===== src/rtl/spt_pkg.sv =====
package spt_pkg;

  // field widths
  localparam int unsigned TIME_W  = 32;
  localparam int unsigned TALLY_W = 16;
  localparam int unsigned DATA_W  = 32;
  localparam int unsigned ADDR_W  = 4;

  // result queue depth (records, each holding up to two results)
  localparam int unsigned QUEUE_DEPTH = 4;

  localparam logic [TALLY_W-1:0] TALLY_MAX = {TALLY_W{1'b1}};

  // register indexes
  typedef enum logic [1:0] {
    REG_GAP      = 2'd0,
    REG_WINDOW   = 2'd1,
    REG_REQUIRED = 2'd2,
    REG_NONE     = 2'd3
  } spt_reg_t;

  // configuration as seen by the front end
  typedef struct packed {
    logic [TIME_W-1:0]  gap_ticks;
    logic [TIME_W-1:0]  window_ticks;
    logic [TALLY_W-1:0] required_pulses;
  } spt_cfg_t;

  // results of one input item: first result, optional second result
  typedef struct packed {
    logic              two;
    logic [TIME_W-1:0] start0;
    logic [TIME_W-1:0] start1;
  } spt_rec_t;

endpackage


===== src/rtl/spt_if.sv =====
// input channel: pulse timestamps
interface spt_in_if;
  import spt_pkg::*;
  logic              valid;
  logic              ready;
  logic [TIME_W-1:0] pulse_time;
  logic              final_pulse;

  modport source (output valid, output pulse_time, output final_pulse, input ready);
  modport sink   (input valid, input pulse_time, input final_pulse, output ready);
endinterface

// result channel: start times of valid trains
interface spt_out_if;
  import spt_pkg::*;
  logic              valid;
  logic              ready;
  logic [TIME_W-1:0] train_start;
  logic              last_of_run;

  modport source (output valid, output train_start, output last_of_run, input ready);
  modport sink   (input valid, input train_start, input last_of_run, output ready);
endinterface


===== src/rtl/spt_regs.sv =====
module spt_regs (
  input  logic                        clk,
  input  logic                        rst_n,
  input  logic                        psel,
  input  logic                        penable,
  input  logic                        pwrite,
  input  logic [spt_pkg::ADDR_W-1:0]  paddr,
  input  logic [spt_pkg::DATA_W-1:0]  pwdata,
  output logic [spt_pkg::DATA_W-1:0]  prdata,
  output logic                        pready,
  output spt_pkg::spt_cfg_t           cfg
);
  import spt_pkg::*;

  spt_cfg_t cfg_r, cfg_nxt;
  spt_reg_t reg_sel;
  logic     wr_en;

  assign pready  = 1'b1;
  assign reg_sel = spt_reg_t'(paddr[3:2]);
  assign wr_en   = psel && penable && pwrite && pready;
  assign cfg     = cfg_r;

  // register write decode
  always_comb begin
    cfg_nxt = cfg_r;
    if (wr_en) begin
      case (reg_sel)
        REG_GAP:      cfg_nxt.gap_ticks       = pwdata[TIME_W-1:0];
        REG_WINDOW:   cfg_nxt.window_ticks    = pwdata[TIME_W-1:0];
        REG_REQUIRED: cfg_nxt.required_pulses = pwdata[TALLY_W-1:0];
        default:      cfg_nxt = cfg_r;
      endcase
    end
  end

  always_ff @(posedge clk) begin
    if (!rst_n) begin
      cfg_r.gap_ticks       <= '0;
      cfg_r.window_ticks    <= '0;
      cfg_r.required_pulses <= TALLY_W'(1);
    end else begin
      cfg_r <= cfg_nxt;
    end
  end

  // read mux
  always_comb begin
    case (reg_sel)
      REG_GAP:      prdata = DATA_W'(cfg_r.gap_ticks);
      REG_WINDOW:   prdata = DATA_W'(cfg_r.window_ticks);
      REG_REQUIRED: prdata = DATA_W'(cfg_r.required_pulses);
      default:      prdata = '0;
    endcase
  end
endmodule


===== src/rtl/spt_front.sv =====
module spt_front (
  input  logic              clk,
  input  logic              rst_n,
  spt_in_if.sink            in_ch,
  input  spt_pkg::spt_cfg_t cfg,
  input  logic              q_full,
  output logic              q_push,
  output spt_pkg::spt_rec_t q_rec
);
  import spt_pkg::*;

  logic               train_open_r, train_open_nxt;
  logic               first_seen_r, first_seen_nxt;
  logic [TIME_W-1:0]  prev_r;
  logic [TIME_W-1:0]  first_r, first_nxt;
  logic [TIME_W-1:0]  member_r, member_nxt;
  logic [TALLY_W-1:0] tally_r, tally_nxt;

  logic              acc;
  logic [TIME_W-1:0] t;
  logic [TIME_W-1:0] since_first, since_member, since_ref, ref_time;
  logic              in_window, close_emit, qualifies, open_after, final_emit;

  assign in_ch.ready = !q_full;
  assign acc         = in_ch.valid && in_ch.ready;
  assign t           = in_ch.pulse_time;

  // differences modulo 2^32
  assign since_first  = t - first_r;
  assign since_member = t - member_r;
  assign ref_time     = train_open_r ? member_r : prev_r;
  assign since_ref    = t - ref_time;

  // classify the word against the open train
  assign in_window  = train_open_r && (since_first < cfg.window_ticks);
  assign close_emit = train_open_r && !in_window &&
                      (since_member >= cfg.gap_ticks) &&
                      (tally_r == cfg.required_pulses);
  assign qualifies  = !in_window && (!first_seen_r || (since_ref >= cfg.gap_ticks));

  // train state after this word, before the final mark
  always_comb begin
    first_nxt  = first_r;
    member_nxt = member_r;
    tally_nxt  = tally_r;
    if (in_window) begin
      member_nxt = t;
      if (tally_r != TALLY_MAX) tally_nxt = tally_r + TALLY_W'(1);
    end else if (qualifies) begin
      first_nxt  = t;
      member_nxt = t;
      tally_nxt  = TALLY_W'(1);
    end
  end

  assign open_after = in_window || qualifies;
  assign final_emit = in_ch.final_pulse && open_after &&
                      (tally_nxt == cfg.required_pulses);

  always_comb begin
    train_open_nxt = open_after && !in_ch.final_pulse;
    first_seen_nxt = !in_ch.final_pulse;
  end

  // result record for the queue
  always_comb begin
    q_push = acc && (close_emit || final_emit);
    if (close_emit) begin
      q_rec.two    = final_emit;
      q_rec.start0 = first_r;
      q_rec.start1 = first_nxt;
    end else begin
      q_rec.two    = 1'b0;
      q_rec.start0 = first_nxt;
      q_rec.start1 = first_nxt;
    end
  end

  always_ff @(posedge clk) begin
    if (!rst_n) begin
      train_open_r <= 1'b0;
      first_seen_r <= 1'b0;
      prev_r       <= '0;
      first_r      <= '0;
      member_r     <= '0;
      tally_r      <= '0;
    end else if (acc) begin
      train_open_r <= train_open_nxt;
      first_seen_r <= first_seen_nxt;
      prev_r       <= t;
      first_r      <= first_nxt;
      member_r     <= member_nxt;
      tally_r      <= tally_nxt;
    end
  end
endmodule


===== src/rtl/spt_queue.sv =====
module spt_queue #(
  parameter int unsigned DEPTH = spt_pkg::QUEUE_DEPTH
) (
  input  logic              clk,
  input  logic              rst_n,
  input  logic              push,
  input  spt_pkg::spt_rec_t push_rec,
  input  logic              pop,
  output spt_pkg::spt_rec_t head_rec,
  output logic              empty,
  output logic              full
);
  import spt_pkg::*;

  localparam int unsigned PTR_W = (DEPTH > 1) ? $clog2(DEPTH) : 1;
  localparam int unsigned CNT_W = $clog2(DEPTH + 1);
  localparam logic [PTR_W-1:0] LAST_PTR = PTR_W'(DEPTH - 1);

  spt_rec_t           mem [DEPTH];
  logic [PTR_W-1:0]   wr_ptr_r, wr_ptr_nxt;
  logic [PTR_W-1:0]   rd_ptr_r, rd_ptr_nxt;
  logic [CNT_W-1:0]   count_r, count_nxt;
  logic               do_push, do_pop;

  assign empty    = (count_r == '0);
  assign full     = (count_r == CNT_W'(DEPTH));
  assign do_push  = push && !full;
  assign do_pop   = pop && !empty;
  assign head_rec = mem[rd_ptr_r];

  // pointer and fill count update
  always_comb begin
    wr_ptr_nxt = wr_ptr_r;
    rd_ptr_nxt = rd_ptr_r;
    count_nxt  = count_r;
    if (do_push) wr_ptr_nxt = (wr_ptr_r == LAST_PTR) ? '0 : wr_ptr_r + PTR_W'(1);
    if (do_pop)  rd_ptr_nxt = (rd_ptr_r == LAST_PTR) ? '0 : rd_ptr_r + PTR_W'(1);
    if (do_push && !do_pop)      count_nxt = count_r + CNT_W'(1);
    else if (!do_push && do_pop) count_nxt = count_r - CNT_W'(1);
  end

  always_ff @(posedge clk) begin
    if (do_push) mem[wr_ptr_r] <= push_rec;
  end

  always_ff @(posedge clk) begin
    if (!rst_n) begin
      wr_ptr_r <= '0;
      rd_ptr_r <= '0;
      count_r  <= '0;
    end else begin
      wr_ptr_r <= wr_ptr_nxt;
      rd_ptr_r <= rd_ptr_nxt;
      count_r  <= count_nxt;
    end
  end
endmodule


===== src/rtl/spt_back.sv =====
module spt_back (
  input  logic              clk,
  input  logic              rst_n,
  input  spt_pkg::spt_rec_t head_rec,
  input  logic              q_empty,
  output logic              q_pop,
  spt_out_if.source         out_ch
);
  import spt_pkg::*;

  spt_rec_t rec_r;
  logic     hold_r, hold_nxt;
  logic     phase_r, phase_nxt;
  logic     fire, done;

  assign fire  = hold_r && out_ch.ready;
  assign done  = fire && (!rec_r.two || phase_r);
  assign q_pop = !q_empty && (!hold_r || done);

  // output word from the held record
  assign out_ch.valid       = hold_r;
  assign out_ch.train_start = phase_r ? rec_r.start1 : rec_r.start0;
  assign out_ch.last_of_run = !rec_r.two || phase_r;

  // hold and phase control
  always_comb begin
    hold_nxt  = hold_r;
    phase_nxt = phase_r;
    if (q_pop) begin
      hold_nxt  = 1'b1;
      phase_nxt = 1'b0;
    end else if (done) begin
      hold_nxt  = 1'b0;
      phase_nxt = 1'b0;
    end else if (fire) begin
      phase_nxt = 1'b1;
    end
  end

  always_ff @(posedge clk) begin
    if (q_pop) rec_r <= head_rec;
  end

  always_ff @(posedge clk) begin
    if (!rst_n) begin
      hold_r  <= 1'b0;
      phase_r <= 1'b0;
    end else begin
      hold_r  <= hold_nxt;
      phase_r <= phase_nxt;
    end
  end
endmodule


===== src/rtl/sync_pulse_train_detector.sv =====
// Sync pulse train detector.
// in_ch carries one pulse word per handshake: pulse_time (ticks, nondecreasing)
// and final_pulse marking the last pulse of a data set. out_ch carries one
// word per valid train: train_start and last_of_run, set on the last result
// that an input word causes (each input gives zero, one or two results).
// Registers over the APB port: 0x0 gap_ticks, 0x4 window_ticks,
// 0x8 required_pulses; write them only while the block is idle.
// Throughput: one pulse word per cycle while the queue is not full; the front
// end classifies each word combinationally with three subtract-compares and
// the tally update. An input causing two results gives two output words.
// A result passes the result queue write, then the output register load,
// before it is presented on out_ch.
// A queue of QUEUE_DEPTH records between front and back end lets the input
// keep flowing while out_ch stalls; in_ch.ready drops once the queue is full.
// Reset (synchronous, rst_n low) closes any train, starts a new data set and
// restores the register defaults (gap 0, window 0, required 1).
module sync_pulse_train_detector #(
  parameter int unsigned QUEUE_DEPTH = spt_pkg::QUEUE_DEPTH
) (
  input  logic                       clk,
  input  logic                       rst_n,
  spt_in_if.sink                     in_ch,
  spt_out_if.source                  out_ch,
  input  logic                       psel,
  input  logic                       penable,
  input  logic                       pwrite,
  input  logic [spt_pkg::ADDR_W-1:0] paddr,
  input  logic [spt_pkg::DATA_W-1:0] pwdata,
  output logic [spt_pkg::DATA_W-1:0] prdata,
  output logic                       pready
);
  import spt_pkg::*;

  spt_cfg_t cfg;
  spt_rec_t push_rec, head_rec;
  logic     q_push, q_pop, q_empty, q_full;

  // configuration registers
  spt_regs u_regs (
    .clk     (clk),
    .rst_n   (rst_n),
    .psel    (psel),
    .penable (penable),
    .pwrite  (pwrite),
    .paddr   (paddr),
    .pwdata  (pwdata),
    .prdata  (prdata),
    .pready  (pready),
    .cfg     (cfg)
  );

  // classify pulses and track the open train
  spt_front u_front (
    .clk    (clk),
    .rst_n  (rst_n),
    .in_ch  (in_ch),
    .cfg    (cfg),
    .q_full (q_full),
    .q_push (q_push),
    .q_rec  (push_rec)
  );

  // result records between front and back end
  spt_queue #(
    .DEPTH (QUEUE_DEPTH)
  ) u_queue (
    .clk      (clk),
    .rst_n    (rst_n),
    .push     (q_push),
    .push_rec (push_rec),
    .pop      (q_pop),
    .head_rec (head_rec),
    .empty    (q_empty),
    .full     (q_full)
  );

  // unpack records onto the output channel
  spt_back u_back (
    .clk      (clk),
    .rst_n    (rst_n),
    .head_rec (head_rec),
    .q_empty  (q_empty),
    .q_pop    (q_pop),
    .out_ch   (out_ch)
  );
endmodule

===== src/flat_wrapper.sv =====
// flat-port wrapper written by rule: the top's interface ports become plain ports
module sync_pulse_train_detector_flat import spt_pkg::*;
#(
  parameter int unsigned QUEUE_DEPTH = spt_pkg::QUEUE_DEPTH
)
  (clk, rst_n, psel, penable, pwrite, paddr, pwdata, prdata, pready, in_ch_valid, in_ch_pulse_time, in_ch_final_pulse, in_ch_ready, out_ch_valid, out_ch_train_start, out_ch_last_of_run, out_ch_ready);
  spt_in_if in_ch_i ();
  spt_out_if out_ch_i ();
  input  logic clk;
  input  logic rst_n;
  input  logic psel;
  input  logic penable;
  input  logic pwrite;
  input  logic [spt_pkg::ADDR_W-1:0] paddr;
  input  logic [spt_pkg::DATA_W-1:0] pwdata;
  output logic [spt_pkg::DATA_W-1:0] prdata;
  output logic pready;
  input wire logic [$bits(in_ch_i.valid)-1:0] in_ch_valid;
  input wire logic [$bits(in_ch_i.pulse_time)-1:0] in_ch_pulse_time;
  input wire logic [$bits(in_ch_i.final_pulse)-1:0] in_ch_final_pulse;
  output wire logic [$bits(in_ch_i.ready)-1:0] in_ch_ready;
  output wire logic [$bits(out_ch_i.valid)-1:0] out_ch_valid;
  output wire logic [$bits(out_ch_i.train_start)-1:0] out_ch_train_start;
  output wire logic [$bits(out_ch_i.last_of_run)-1:0] out_ch_last_of_run;
  input wire logic [$bits(out_ch_i.ready)-1:0] out_ch_ready;
  assign in_ch_i.valid = in_ch_valid;
  assign in_ch_i.pulse_time = in_ch_pulse_time;
  assign in_ch_i.final_pulse = in_ch_final_pulse;
  assign in_ch_ready = in_ch_i.ready;
  assign out_ch_valid = out_ch_i.valid;
  assign out_ch_train_start = out_ch_i.train_start;
  assign out_ch_last_of_run = out_ch_i.last_of_run;
  assign out_ch_i.ready = out_ch_ready;
  sync_pulse_train_detector #(.QUEUE_DEPTH(QUEUE_DEPTH)) u_core (.clk(clk), .rst_n(rst_n), .in_ch(in_ch_i), .out_ch(out_ch_i), .psel(psel), .penable(penable), .pwrite(pwrite), .paddr(paddr), .pwdata(pwdata), .prdata(prdata), .pready(pready));
endmodule

===== config.mk =====
export PLATFORM = sky130hd
export DESIGN_NAME = sync_pulse_train_detector_flat
export DESIGN_NICKNAME = d
export VERILOG_FILES = /design/src/rtl/spt_pkg.sv /design/src/rtl/spt_if.sv /design/src/rtl/spt_regs.sv /design/src/rtl/spt_front.sv /design/src/rtl/spt_queue.sv /design/src/rtl/spt_back.sv /design/src/rtl/sync_pulse_train_detector.sv /design/src/flat_wrapper.sv
export SDC_FILE = /design/constraint.sdc
export NUM_CORES = 1
export LEC_CHECK = 0
export BUFFER_PORTS_ARGS = -buffer_cell sky130_fd_sc_hd__buf_2
export CORE_UTILIZATION = 30
export DETAILED_ROUTE_END_ITERATION = 16
export HOLD_SLACK_MARGIN = 0.05
export SKIP_CTS_REPAIR_TIMING = 1
export SLEW_MARGIN = 10
export SYNTH_ARGS = -nofsm -noshare
export SYNTH_HDL_FRONTEND = slang
export SYNTH_SLANG_ARGS = --single-unit

===== constraint.sdc =====
create_clock -name clk -period 21.4 [get_ports clk]
set_input_delay 4.28 -clock clk [delete_from_list [all_inputs] [get_ports clk]]
set_output_delay 4.28 -clock clk [all_outputs]
set_load 0.005 [all_outputs]

* After elaboration in Yosys (flattened, before gate mapping) *
Memories as Yosys holds them, arrays and structs flattened. A register that Yosys moved wholly into a read port is not among the register bits.
Cells that the tools add are included.

word-level totals
  bits in registers = 203
  latch bits = 0
  RAM bits = 260
  memory bits (read-only) = 0
  bits of input ports = 76
  memories kept = 1

operators by class
  $add $sub $neg = 8
  $mul = 0
  div/mod/pow operators = 0
  magnitude comparators = 3
  eq/ne operators = 8
  shift operators = 0
  muxes and demuxes = 19
  bitwise operators = 1
  reductions and logical operators = 43

memories
  name                words  bits a word  read ports  clocked after Yosys merged registers in  wr ports  line             RTL
  u_core.u_queue.mem  4      65           1           1                                        1         spt_queue.sv:19  spt_rec_t mem [DEPTH];

operators by type and width
  kind                   count
  $mux 32                6
  $pmux 32 s3            1
  $sub 32x32->32         3
  $mux 65                1
  $ge 32x32->1           2
  $mux 16                3
  $eq 16x16->1           2
  $lt 32x32->1           1
  $logic_and 1x1->1      19
  $add 16x1->16 const B  1
  $ne 16x16->1 const B   1
  $logic_not 1->1        9
  $reduce_and 2->1       4
  $eq 2x2->1 const B     3
  $mux 3                 2
  $reduce_bool 2->1      3
  $logic_or 1x1->1       5
  $add 2x1->2 const B    2
  $mux 1                 4
  $mux 2                 2
  $add 3x1->3 const B    1
  $eq 3x3->1 const B     1
  $logic_not 3->1        1
  $reduce_or 3->1        1
  4 further kinds        4

* Longest topological paths before layout *
  depth in word-level cells = 16
  mapped depth = 38
  mapped depth without buffers = 34

* Hierarchy *
Synthesis repeated with hierarchy kept, for this count alone.

second synthesis, totals
  cell total of the unflattened synthesis = 2780
  area, all modules = 29525.8 um2

modules (own cells, without submodules)
  module     instances  cells each  area each (um2)  sequential area each (um2)
  spt_front  1          1885        13466.7          2282.2
  spt_queue  1          390         9899.5           7987.7
  spt_regs   1          392         3590.9           1601.5
  spt_back   1          113         2568.7           1991.9

* Least setup slack after synthesis *
No wires, ideal clock.

  path type = in2reg
  start = in in_ch_pulse_time[0]
  end = mem u_core.u_queue.mem[0][0] (netlist bit) (enable)
  setup time = 0.430 ns
  data arrival time = 12.121 ns
  required time = 20.970 ns
  slack = 8.849 ns
  cell stages on the path = 29
  buffers on the path = 2
  cells stage by stage = inv_1 > ha_1 > inv_1 > fa_1 > a21o_1 > a21o_1 > a2111oi_0 > o41ai_1 > a41oi_1 > nor2_1 > o41ai_1 > o21ai_0 > or4_1 > a31oi_1 > o21ai_0 > xor2_1 > ha_1 > nand4_1 > nor2_1 > a21oi_1 > o211ai_1 > a21boi_1 > buf_2 > clkbuf_1 > nor3_1 > o21ai_0 > o2111ai_1 > o41ai_1 > and3_1

on the way
  longest elaborated chain between the ends = 14

RTL lines
  what                              line                              RTL
  from (decl)                       flat_wrapper.sv:19                input wire logic [$bits(in_ch_i.pulse_time)-1:0] in_ch_pulse_time;
  $sub 32x32->32                    spt_front.sv:29                   assign since_first = t - first_r;
  $lt 32x32->1                      spt_front.sv:35                   assign in_window = train_open_r && (since_first < cfg.window_ticks);
  $logic_and 1x1->1                 spt_front.sv:35
  $logic_not 1->1                   spt_front.sv:36, spt_front.sv:39
  $logic_and 1x1->1                 spt_front.sv:39                   assign qualifies = !in_window && (!first_seen_r || (since_ref >= cfg.gap_ticks));
  $mux 16                           spt_front.sv:49                   end else if (qualifies) begin
  $mux 16                           spt_front.sv:46                   if (in_window) begin
  $eq 16x16->1                      spt_front.sv:58                   (tally_nxt == cfg.required_pulses);
  $logic_and 1x1->1                 spt_front.sv:57                   assign final_emit = in_ch.final_pulse && open_after &&
  $logic_or 1x1->1 (*)              spt_front.sv:67                   q_push = acc && (close_emit || final_emit);
  $logic_and 1x1->1 (*)             spt_front.sv:67
  $logic_and 1x1->1 (*)             spt_queue.sv:27                   assign do_push = push && !full;
  $mux 1 (*)                        spt_queue.sv:43                   if (do_push) mem[wr_ptr_r] <= push_rec;
  $mux 1 (not written as such) (*)  spt_queue.sv:43
  to (decl)                         spt_queue.sv:19

Every way passes the cells marked *; elsewhere a longest branch is shown, timed or not.

* Worst setup path after layout *
  start = in in_ch_pulse_time[0]
  end = mem u_core.u_queue.mem[3][63] (netlist bit) (enable)

The elaborated chain is that of the path after synthesis.

==> impl_metrics.json <==
{
  "critPathTopFamily": "compound AO/OA/AOI/OAI gates",
  "synth-async-reset-ratio_pct": 0,
  "place_congestion": 0.885,
  "critPathMaxStageDelay_ns": 0.89,
  "dr.pass1.iters": 5,
  "wl_per_cell_um": 18.5,
  "fp.dieH_um": 310,
  "critPathArrivalTime_ns": 14.14,
  "tightest_slew_ns": 1.11,
  "cts_inserted_buffers": 57,
  "placedCellCount": 4002,
  "grt_pass1_vias": 19600,
  "syn_avg_cell_area_um2": 10.5,
  "grt_max_degree": 113,
  "worstSetupPathType": "primary input to flop",
  "vias_per_cell": 4.95,
  "cts-htree-levels": 2,
  "area_delta_synth_final_pct": 13.9,
  "clkSinkCount": 528,
  "start_util_pct": 30.4,
  "finalCritPeriodShare_pct": 65.0,
  "hold_violations": 0,
  "synth_top_family_by_area": "compound AO/OA/AOI/OAI gates",
  "status": "finished, final reports clean",
  "crit_path_top_delay_cell": "a2111oi_0",
  "portBuffers": 140,
  "grt_overflow": 0,
  "synth-edff-count": 325,
  "drive_gt1_share_pct": 13.6,
  "synth_fa_ha_area_share_pct": 8.89,
  "final_cells": 4111,
  "synth.distinct_cells": 85,
  "ys_seq_elements": 528,
  "drt_iter0_drc": 1304,
  "cpMostUsedCell": "o41ai_1",
  "leakagePower_nw": 11.8,
  "start_kind": "primary input",
  "wirelength_um": 75900,
  "drc": 0,
  "core-area_um2": 93600,
  "yosysSeqAreaShare_pct": 48.5,
  "yosys.area_share.simple_pct": 11.8,
  "syn_inst": 2712,
  "critPathMaxFanout": 89,
  "max-cap-violations": 0,
  "path_clk_slew_ns": 0.06,
  "io_pins": 144,
  "cts_tree": "done",
  "grt_pass1_wl_um": 117000,
  "max_freq_mhz": 71.9,
  "grt_use_total_pct": 15.6,
  "antenna_found_initial": 22,
  "cts_root_buffer": "clkbuf_16",
  "via_count": 20300,
  "report.final.slew_viol_count": 0,
  "die_area_um2": 96200,
  "syn_area_um2": 28500,
  "ys_warn_count": 0,
  "nets": 3083,
  "peakVddDrop_mv": 0.0589,
  "row_count": 112,
  "setup_viol": 0,
  "rsz0062_at_grt": "no",
  "synth_ff_type": "edfxtp_1",
  "postRouteAntennaNets": 0,
  "required_ns": 21.64,
  "fillers": 9539,
  "final.setup_skew_ns": 0.0152,
  "worst_slack_ns": 7.50,
  "synthXorXnorAreaFrac_pct": 3.51,
  "synth-compound-area-share_pct": 13.0,
  "fin_crit_ns": 13.90,
  "slew_headroom_pct": 25.8,
  "cp.buffers_inverters": 5,
  "hold_path_class": "flop to flop",
  "cts_buffer_depth": 3,
  "power_density_nw_per_um2": 107,
  "place_ws_ns": 6.83,
  "dp_hpwl_um": 52900,
  "worstSkewPairLatency_ns": 0.63,
  "synthMuxAreaShare_pct": 9.99,
  "chipWidth_um": 310,
  "finalSetupTns_ns": 0,
  "syn-num-nets": 2988,
  "crit_path_end_kind": "flop"
}
[final cells by class]
type                       count  area [um2]  area share, %
tap                         1254        1570           4.84
clock buffer                  72        1530           4.73
multi-input combinational   1869       13500           41.6
clock inverter                35         409           1.26
timing repair buffer         163         873           2.69
inverter                     188         711           2.19
antenna                        2        5.00         0.0154
sequential                   528       13800           42.6
[per-layer routing]
layer / vias up / track usage, % / wire length [um]
met5: - / 0 / 160
met4: 24 / 3.30 / 1300
met3: 115 / 3.07 / 4210
met2: 445 / 24.5 / 33900
met1: 9747 / 22.2 / 36300
li1: 10000 / - / -
[final timing paths]
check,end,from,cells after the start,slack (ns)
max,u_core.u_queue.mem[3][63]$_DFFE_PP_,in_ch_pulse_time[0],30,7.50
min,u_core.u_front.prev_r[13]$_SDFFE_PN0P_,u_core.u_front.prev_r[13]$_SDFFE_PN0P_,2,0.45
max reg2reg,u_core.u_queue.mem[3][63]$_DFFE_PP_,u_core.u_front.train_open_r$_SDFFE_PN0P_,30,10.21
min reg2reg,u_core.u_front.prev_r[13]$_SDFFE_PN0P_,u_core.u_front.prev_r[13]$_SDFFE_PN0P_,2,0.45
[stage by stage]
| stage | total power, mW | hold WS [ns] | instance area, um2 | util [%] |
|---|---|---|---|---|
| finish | 3.48 | 0.455 | 32400 | 34.6 |
| global route | 3.69 | 0.474 | 32400 | 34.6 |
| CTS | 3.52 | 0.457 | 32400 | 34.6 |
| detailed placement | 2.49 | 0.449 | 30500 | 32.6 |
| global placement | 2.48 | 0.443 | 30500 | 32.6 |
| floorplan | 2.14 | 0.434 | 28500 | - |
[power breakdown]
group	internal, mW	switching [mW]	total [mW]
clock	0.594	0.422	1.02
combinational	0.452	0.659	1.11
sequential	1.29	0.0609	1.35
[cell usage in the layout, fill, tap and decap left out, types with 9 or more instances in the layout]
cell type and instances:
or3_1 9, a21o_1 61, o21ai_0 72, clkinv_1 9, and3_1 11, a211oi_1 42, nand2_1 321, nand4_1 32
nand2b_1 16, nor2_1 221, o21bai_1 10, xor2_1 38, clkbuf_1 11, clkinv_2 10, mux2i_1 101, o21a_1 16
nor3_1 29, mux4_2 65, dfxtp_1 200, inv_1 187, ha_1 196, buf_4 23, nor2b_1 14, and2_1 11
a31oi_1 10, clkbuf_16 58, xnor2_1 76, buf_2 140, nand3_1 30, edfxtp_1 325, a21oi_1 291, mux2_2 33
[cells in the mapped netlist (5+ instances only)]
| master | count | area (um2) |
|---|---|---|
| ha_1 | 196 | 2450 |
| nor2_1 | 221 | 830 |
| xor2_1 | 38 | 333 |
| inv_1 | 187 | 702 |
| o31ai_1 | 8 | 60.1 |
| and4_1 | 7 | 61.3 |
| dfxtp_1 | 203 | 4060 |
| mux2_2 | 33 | 372 |
| nand2_1 | 323 | 1210 |
| mux4_2 | 65 | 1460 |
| o21bai_1 | 10 | 75.1 |
| nand4_1 | 32 | 200 |
| a211oi_1 | 42 | 315 |
| and3_1 | 15 | 93.8 |
| and2_1 | 12 | 75.1 |
| o21a_1 | 16 | 120 |
| nand3_1 | 30 | 150 |
| buf_1 | 12 | 45.0 |
| nor3_1 | 30 | 150 |
| or2_2 | 5 | 31.3 |
| o211ai_1 | 8 | 60.1 |
| clkbuf_1 | 106 | 398 |
| o2111ai_1 | 5 | 43.8 |
| o41ai_1 | 7 | 61.3 |
| mux2i_1 | 101 | 1010 |
| edfxtp_1 | 325 | 9760 |
| nor4_1 | 5 | 31.3 |
| xnor2_1 | 76 | 666 |
| a31oi_1 | 10 | 62.6 |
| nand2b_1 | 16 | 100 |
| o21ai_1 | 7 | 35.0 |
| or3_1 | 9 | 56.3 |
| or4_1 | 8 | 60.1 |
| nor2b_1 | 15 | 93.8 |
| buf_2 | 6 | 30.0 |
| o21ai_0 | 72 | 360 |
| a21o_1 | 61 | 458 |
| a21oi_1 | 292 | 1460 |
[worst register-to-register path: cells and delay by family (launching register included)]
family	cells	cell delay, ns
adders and majority gates	3	0.86
muxes	1	0.31
AOI/OAI and AO/OA	14	4.89
xor gates and xnor gates	1	0.18
buffers and inverters	4	2.19
DFF	1	0.31
and+or+nand+nor	7	1.99
[registers in the layout, summed over array words and instances, names as in the netlist]
register / count
u_core.u_back.out_ch.valid: 1
u_core.u_back.phase_r: 1
u_core.u_front.first_r: 32
u_core.u_regs.cfg: 80
u_core.u_front.tally_r: 16
u_core.u_front.prev_r: 32
u_core.u_front.first_seen_r: 1
u_core.u_queue.rd_ptr_r: 2
u_core.u_queue.mem: 260
u_core.u_back.rec_r: 65
u_core.u_queue.wr_ptr_r: 2
u_core.u_queue.count_r: 3
u_core.u_front.member_r: 32
u_core.u_front.train_open_r: 1
[cell families (layout without fill, tap and decap cells)]
group | after synthesis | count (layout)
and+or+nand+nor | 752 | 752
AOI/OAI and AO/OA | 603 | 603
DFF | 528 | 528
buffers and inverters | 315 | 458
adders and majority gates | 200 | 200
muxes | 199 | 199
xor gates and xnor gates | 114 | 114
other | 1 | 3
No activity file was read; power rests on OpenSTA's default activity.
